===== src/hw/rtl/tjf_pkg.sv =====
// ----------------------------------------------------------------------------
// tjf_pkg
// shared types and constants of the three lane join fifo
// ----------------------------------------------------------------------------
package tjf_pkg;

    localparam int LANE_COUNT     = 3;
    localparam int LANE_DEPTH_DEF = 16;
    localparam int VALUE_W        = 32;
    localparam int CAP_W          = 5;
    localparam int LANE_W         = 2;
    localparam int STATUS_W       = 2;

    localparam logic [CAP_W-1:0] CAP_RESET = 5'd16;

    localparam logic CMD_PUSH = 1'b0;
    localparam logic CMD_POP  = 1'b1;

    localparam logic [STATUS_W-1:0] ST_PUSH_DONE  = 2'd0;
    localparam logic [STATUS_W-1:0] ST_POP_DONE   = 2'd1;
    localparam logic [STATUS_W-1:0] ST_LANE_FULL  = 2'd2;
    localparam logic [STATUS_W-1:0] ST_LANE_EMPTY = 2'd3;

    typedef struct packed {
        logic shift;
        logic load;
    } t_cell_ctrl;

    typedef struct packed {
        logic push;
        logic pop;
    } t_lane_ctrl;

endpackage


===== src/hw/rtl/tjf_cell.sv =====
// ----------------------------------------------------------------------------
// tjf_cell
// one storage cell of a lane; loads a pushed value or takes its neighbor's
// ----------------------------------------------------------------------------
module tjf_cell (
    input  logic                                   i_clk,
    input  tjf_pkg::t_cell_ctrl                    i_ctrl,
    input  logic signed [tjf_pkg::VALUE_W-1:0]     i_load_data,
    input  logic signed [tjf_pkg::VALUE_W-1:0]     i_next_data,
    output logic signed [tjf_pkg::VALUE_W-1:0]     o_data
);

    logic signed [tjf_pkg::VALUE_W-1:0] r_data;
    logic signed [tjf_pkg::VALUE_W-1:0] n_data;

    always_comb begin
        priority if (i_ctrl.load) begin
            n_data = i_load_data;
        end else if (i_ctrl.shift) begin
            n_data = i_next_data;
        end else begin
            n_data = r_data;
        end
    end

    always_ff @(posedge i_clk) begin
        r_data <= n_data;
    end

    assign o_data = r_data;

endmodule


===== src/hw/rtl/tjf_lane.sv =====
// ----------------------------------------------------------------------------
// tjf_lane
// one fifo lane built as a chain of cells with its fill count
// ----------------------------------------------------------------------------
module tjf_lane #(
    parameter int LANE_DEPTH = tjf_pkg::LANE_DEPTH_DEF,
    parameter int FILL_W     = $clog2(LANE_DEPTH + 1)
) (
    input  logic                                   i_clk,
    input  logic                                   i_rst_n,
    input  tjf_pkg::t_lane_ctrl                    i_ctrl,
    input  logic signed [tjf_pkg::VALUE_W-1:0]     i_push_value,
    output logic signed [tjf_pkg::VALUE_W-1:0]     o_head,
    output logic [FILL_W-1:0]                      o_fill
);

    logic [FILL_W-1:0] r_fill;
    logic [FILL_W-1:0] n_fill;

    logic signed [tjf_pkg::VALUE_W-1:0] cell_data [LANE_DEPTH];

    for (genvar k = 0; k < LANE_DEPTH; k++) begin : g_cell
        tjf_pkg::t_cell_ctrl                 cell_ctrl;
        logic signed [tjf_pkg::VALUE_W-1:0]  next_data;

        assign cell_ctrl.load  = i_ctrl.push && (r_fill == FILL_W'(k));
        assign cell_ctrl.shift = i_ctrl.pop;

        if (k == LANE_DEPTH - 1) begin : g_last
            assign next_data = cell_data[k];
        end else begin : g_mid
            assign next_data = cell_data[k+1];
        end

        tjf_cell u_cell (
            .i_clk       (i_clk),
            .i_ctrl      (cell_ctrl),
            .i_load_data (i_push_value),
            .i_next_data (next_data),
            .o_data      (cell_data[k])
        );
    end

    always_comb begin
        priority if (i_ctrl.push) begin
            n_fill = r_fill + FILL_W'(1);
        end else if (i_ctrl.pop) begin
            n_fill = r_fill - FILL_W'(1);
        end else begin
            n_fill = r_fill;
        end
    end

    always_ff @(posedge i_clk) begin
        if (!i_rst_n) begin
            r_fill <= '0;
        end else begin
            r_fill <= n_fill;
        end
    end

    assign o_head = cell_data[0];
    assign o_fill = r_fill;

endmodule


===== src/hw/rtl/three_lane_join_fifo.sv =====
// result: status and heads are registered when the request is accepted
// throughput: one request per cycle unless stalled; each lane is a chain of
//   cells that shifts toward the head on a pop and loads the tail cell on a push
// reset: fill counts cleared, capacity 16, no result pending; lane contents
//   stay undefined until pushed
// ----------------------------------------------------------------------------
// three_lane_join_fifo
// three fifo lanes with a per-lane capacity limit common to all lanes and a joined triple pop
// ----------------------------------------------------------------------------
module three_lane_join_fifo #(
    parameter int LANE_DEPTH = tjf_pkg::LANE_DEPTH_DEF
) (
    input  logic                                   i_clk,
    input  logic                                   i_rst_n,
    input  logic                                   i_in_valid,
    output logic                                   o_in_stall,
    input  logic                                   i_cmd,
    input  logic [tjf_pkg::LANE_W-1:0]             i_lane,
    input  logic signed [tjf_pkg::VALUE_W-1:0]     i_push_value,
    output logic                                   o_out_valid,
    input  logic                                   i_out_stall,
    output logic [tjf_pkg::STATUS_W-1:0]           o_status,
    output logic signed [tjf_pkg::VALUE_W-1:0]     o_head_first,
    output logic signed [tjf_pkg::VALUE_W-1:0]     o_head_second,
    output logic signed [tjf_pkg::VALUE_W-1:0]     o_head_third,
    input  logic                                   i_cfg_valid,
    output logic                                   o_cfg_ready,
    input  logic [tjf_pkg::CAP_W-1:0]              i_cfg_lane_capacity
);

    localparam int FILL_W = $clog2(LANE_DEPTH + 1);
    localparam int CMP_W  = (FILL_W > tjf_pkg::CAP_W) ? FILL_W : tjf_pkg::CAP_W;
    localparam logic [CMP_W-1:0] DEPTH_LIMIT = CMP_W'(LANE_DEPTH);

    logic [tjf_pkg::CAP_W-1:0]           r_lane_capacity;
    logic                                r_out_valid;
    logic                                n_out_valid;
    logic [tjf_pkg::STATUS_W-1:0]        r_status;
    logic [tjf_pkg::STATUS_W-1:0]        n_status;
    logic signed [tjf_pkg::VALUE_W-1:0]  r_head [tjf_pkg::LANE_COUNT];
    logic signed [tjf_pkg::VALUE_W-1:0]  n_head [tjf_pkg::LANE_COUNT];

    logic signed [tjf_pkg::VALUE_W-1:0]  lane_head [tjf_pkg::LANE_COUNT];
    logic [FILL_W-1:0]                   lane_fill [tjf_pkg::LANE_COUNT];
    tjf_pkg::t_lane_ctrl                 lane_ctrl [tjf_pkg::LANE_COUNT];

    logic              accept;
    logic              lane_ok;
    logic [FILL_W-1:0] fill_sel;
    logic              lane_full;
    logic              all_ready;
    logic              push_ok;
    logic              pop_ok;

    assign o_in_stall  = r_out_valid && i_out_stall;
    assign accept      = i_in_valid && !o_in_stall;
    assign o_cfg_ready = 1'b1;

    always_comb begin
        unique case (i_lane)
            2'd0: begin
                fill_sel = lane_fill[0];
                lane_ok  = 1'b1;
            end
            2'd1: begin
                fill_sel = lane_fill[1];
                lane_ok  = 1'b1;
            end
            2'd2: begin
                fill_sel = lane_fill[2];
                lane_ok  = 1'b1;
            end
            default: begin
                fill_sel = '0;
                lane_ok  = 1'b0;
            end
        endcase
    end

    assign lane_full = !lane_ok
                    || (CMP_W'(fill_sel) >= CMP_W'(r_lane_capacity))
                    || (CMP_W'(fill_sel) >= DEPTH_LIMIT);
    assign all_ready = (lane_fill[0] != '0) && (lane_fill[1] != '0)
                    && (lane_fill[2] != '0);
    assign push_ok   = accept && (i_cmd == tjf_pkg::CMD_PUSH) && !lane_full;
    assign pop_ok    = accept && (i_cmd == tjf_pkg::CMD_POP) && all_ready;

    for (genvar l = 0; l < tjf_pkg::LANE_COUNT; l++) begin : g_lane
        assign lane_ctrl[l].push = push_ok && (i_lane == tjf_pkg::LANE_W'(l));
        assign lane_ctrl[l].pop  = pop_ok;
        assign n_head[l] = pop_ok ? lane_head[l] : '0;

        tjf_lane #(
            .LANE_DEPTH (LANE_DEPTH),
            .FILL_W     (FILL_W)
        ) u_lane (
            .i_clk        (i_clk),
            .i_rst_n      (i_rst_n),
            .i_ctrl       (lane_ctrl[l]),
            .i_push_value (i_push_value),
            .o_head       (lane_head[l]),
            .o_fill       (lane_fill[l])
        );
    end

    always_comb begin
        priority if (i_cmd == tjf_pkg::CMD_PUSH) begin
            n_status = lane_full ? tjf_pkg::ST_LANE_FULL : tjf_pkg::ST_PUSH_DONE;
        end else begin
            n_status = all_ready ? tjf_pkg::ST_POP_DONE : tjf_pkg::ST_LANE_EMPTY;
        end
    end

    always_comb begin
        priority if (accept) begin
            n_out_valid = 1'b1;
        end else if (i_out_stall) begin
            n_out_valid = r_out_valid;
        end else begin
            n_out_valid = 1'b0;
        end
    end

    always_ff @(posedge i_clk) begin
        if (!i_rst_n) begin
            r_out_valid     <= 1'b0;
            r_lane_capacity <= tjf_pkg::CAP_RESET;
        end else begin
            r_out_valid <= n_out_valid;
            if (i_cfg_valid && o_cfg_ready) begin
                r_lane_capacity <= i_cfg_lane_capacity;
            end
        end
    end

    always_ff @(posedge i_clk) begin
        if (accept) begin
            r_status <= n_status;
            r_head   <= n_head;
        end
    end

    assign o_out_valid   = r_out_valid;
    assign o_status      = r_status;
    assign o_head_first  = r_head[0];
    assign o_head_second = r_head[1];
    assign o_head_third  = r_head[2];

endmodule


===== config.mk =====
export PLATFORM = sky130hd
export DESIGN_NAME = three_lane_join_fifo
export DESIGN_NICKNAME = d
export VERILOG_FILES = /design/src/hw/rtl/tjf_pkg.sv /design/src/hw/rtl/tjf_cell.sv /design/src/hw/rtl/tjf_lane.sv /design/src/hw/rtl/three_lane_join_fifo.sv
export SDC_FILE = /design/constraint.sdc
export NUM_CORES = 2
export LEC_CHECK = 0
export BUFFER_PORTS_ARGS = -buffer_cell sky130_fd_sc_hd__buf_2
export CAP_MARGIN = 5
export CORE_UTILIZATION = 40
export DETAILED_ROUTE_END_ITERATION = 6
export SKIP_LAST_GASP = 1
export SYNTH_ARGS = -nofsm -noshare
export SYNTH_HDL_FRONTEND = slang
export SYNTH_SLANG_ARGS = --single-unit
export TNS_END_PERCENT = 1

===== constraint.sdc =====
create_clock -name i_clk -period 9.6 [get_ports i_clk]
set_input_delay 1.92 -clock i_clk [delete_from_list [all_inputs] [get_ports i_clk]]
set_output_delay 1.92 -clock i_clk [all_outputs]
set_load 0.02 [all_outputs]

==> results.sh <==
export IMPL_status="completed"
export IMPL_syn_area_um2=70000
export IMPL_crit_type="in2reg"
export IMPL_grt_remaining_overflow=0
export IMPL_die_area_um2=177000
export IMPL_place_area_um2=72900
export IMPL_skew_ns=0.0331
export IMPL_vias=32600
export IMPL_endpoint="g_lane[1].u_lane.g_cell[6].u_cell.o_data[21]"
export IMPL_die_h_um=420
export IMPL_drtAntennaViolNets=0
export IMPL_cp_arrival_ns=6.86
export IMPL_reg2reg_slack_ns=4.00
export IMPL_via_per_inst=5.13
export IMPL_layout_cells_non_filler=6350
export IMPL_gp_congestion=0.777
export IMPL_min_path_cells=2
export IMPL_min_period_over_period_pct=67.4
export IMPL_reg2regPathDepth=8
export IMPL_fill_cells=14900
export IMPL_synth_cell_type_count=57
export IMPL_grt_pass1_vias=34500
export IMPL_path_clk_slew_ns=0.06
export IMPL_layout_commonest_cell="edfxtp_1"
export IMPL_grt_pass1_wl_um=217000
export IMPL_start_util_pct=40.3
export IMPL_yosys_area_top_type="edfxtp_1"
export IMPL_crit_required_ns=9.99
export IMPL_r2r_start="g_lane[1].u_lane.o_fill[4]"
export IMPL_final_cell_area_um2=78500
export IMPL_hp_class="reg2reg"
export IMPL_maxSlewHeadroom_pct=18.9
export IMPL_grt_max_degree=68
export IMPL_cts_resized=0
export IMPL_hold_start="r_lane_capacity[3]"
export IMPL_syn_num_nets=3867
export IMPL_powerDensity_nw_per_um2=187
export IMPL_cp_end_kind="flop"
export IMPL_synth_seq_cells=1655
export IMPL_drive_gt1_share_pct=47.1
export IMPL_p_leak_nw=26.5
export IMPL_synth_async_reset_ratio_pct=0
export IMPL_die_w_um=420
export IMPL_crit_start="i_lane[0]"
export IMPL_yosys_warnings=0
export IMPL_drc=0
export IMPL_cap_viol_max_count=0
export IMPL_fin_crit_ns=6.47
export IMPL_drv_slew=0
export IMPL_antenna_found_initial=11
export IMPL_fmax_mhz=155
export IMPL_synth_area_top_cells="edfxtp_1 70%, mux2_2 21%, mux2_1 1.3%"
export IMPL_rows=153
export IMPL_core_um2=174000
export IMPL_synth_main_ff_cell="edfxtp_1"
export IMPL_power_w=0.0147
export IMPL_setup_tns_final_ns=0
export IMPL_fin_nets=3955
export IMPL_synth_avg_cell_area_um2=18.4
export IMPL_cp_max_fo=33
export IMPL_cts_sinks=1655
export IMPL_placed_cells=6034
export IMPL_yosysSeqAreaShare_pct=70.7
export IMPL_postLayoutCoreUtil_pct=45.2
export IMPL_clock_latency_ns=0.81
export IMPL_final_cell_mix="1,634 x edfxtp_1, 1,314 x mux2_2, 177 x clkbuf_16"
export IMPL_ctsRootBufferMaster="clkbuf_16"
export IMPL_ir_drop_uv=153
export IMPL_finalHoldViolations=0
export IMPL_r2r_end="g_lane[1].u_lane.g_cell[6].u_cell.o_data[21]"
export IMPL_critPathLaunchType="input port"
export IMPL_grt_setup_unrepaired="false"
export IMPL_synth_top_cell_area_share_pct=70.1
export IMPL_synth_edff_count=1634
export IMPL_track_usage_pct=16.2
export IMPL_tritoncts="yes"
export IMPL_first_pass_iters=5
export IMPL_tightest_slew_ns=1.21
export IMPL_routedWlPerCell_um=22.4
export IMPL_drt_iter0_drc=2056
export IMPL_hpwlAfterDp_um=80900
export IMPL_routed_wl_um=142000
export IMPL_cts_hold_buf=0
export IMPL_port_buffers=144
export IMPL_cts_buffers=175
export IMPL_cts_path_max_buffers=3
export IMPL_area_growth_pct=12.2
export IMPL_syn_instance_count=3799
export IMPL_cts_htree_levels=4
export IMPL_cts_setup_buffers=0
export IMPL_io_pins=146
export IMPL_setup_viol=0
## report_power, final
| part | total, W | switching [W] | internal (W) |
|---|---|---|---|
| Sequential | 0.00787 | 0.0000132 | 0.00786 |
| Clock | 0.00652 | 0.00280 | 0.00371 |
| Combinational | 0.000274 | 0.000225 | 0.0000491 |
## cells in the mapped netlist, drive strengths merged, types with 7 or more instances
cell type  instances
nand4             15
buf              189
nand2b            13
and2             101
and3              10
clkbuf           153
nand4b             7
inv               17
mux2i             12
dfxtp             21
nor2              13
ha                23
mux2            1440
nand3             20
nand2             49
nor2b             11
nor3              17
edfxtp          1634
## registers in the layout, indices dropped and copies added (netlist names)
register                            count
o_out_valid                             1
o_head_third                           32
o_status                                2
g_lane.u_lane.o_fill                   15
o_head_second                          32
r_lane_capacity                         5
o_head_first                           32
g_lane.u_lane.g_cell.u_cell.o_data   1536
## metal layers
layer,vias to the layer above,GRT usage [%],routed length (um)
li1,15000,-,-
met5,-,0,0
met1,16800,21.4,63100
met3,220,2.51,5220
met2,538,27.2,69800
met4,0,5.56,3900
## cell families (layout without fill, tap and decap cells)
| group | after synthesis | after routing | synth area share [%] |
|---|---|---|---|
| flip-flops | 1655 | 1655 | 70.7 |
| multiplexers | 1452 | 1452 | 23.6 |
| buffers and inverters | 360 | 583 | 2.32 |
| AND/OR/NAND/NOR | 271 | 271 | 2.53 |
| AO/OA/AOI/OAI | 35 | 35 | 0.386 |
| adder cells (fa/ha/maj) | 23 | 23 | 0.411 |
| XOR/XNOR | 2 | 2 | 0.0250 |
| other | 1 | 4 | 0.00536 |
## worst max-delay path: stages
cell       delay (ns)
buf_2            0.21
mux2i_1          0.14
o2bb2ai_2        0.54
ha_1             0.38
a211oi_1         0.26
o211ai_2         0.31
nor3_2           0.87
nand4b_2         0.93
nand2_1          1.28
## how the worst min path moves through the flow
stage	endpoint	slack, ns
floorplan	r_lane_capacity[1]	0.46
global placement	r_lane_capacity[3]	0.48
detailed placement	r_lane_capacity[3]	0.49
CTS	r_lane_capacity[3]	0.50
global route	o_head_third[27]	0.53
finish	r_lane_capacity[3]	0.50
## area by class of cell
type | count | area, um2 | area share (%)
clock buffers | 226 | 4660 | 5.94
repair buffers | 253 | 1580 | 2.01
clock inverters | 86 | 861 | 1.10
multi-input cells | 1784 | 18900 | 24.1
inverters | 18 | 67.6 | 0.0861
well taps | 2325 | 2910 | 3.71
flip-flops and latches | 1655 | 49500 | 63.1
diodes | 3 | 7.51 | 0.00956
## through the flow
stage               hold slack [ns]  setup WS [ns]
floorplan                     0.460           1.91
global placement              0.480           2.49
detailed placement            0.486           2.28
CTS                           0.500           3.16
global route                  0.527           2.61
finish                        0.497           3.13
Note: power is estimated with default switching activity, not from simulation.
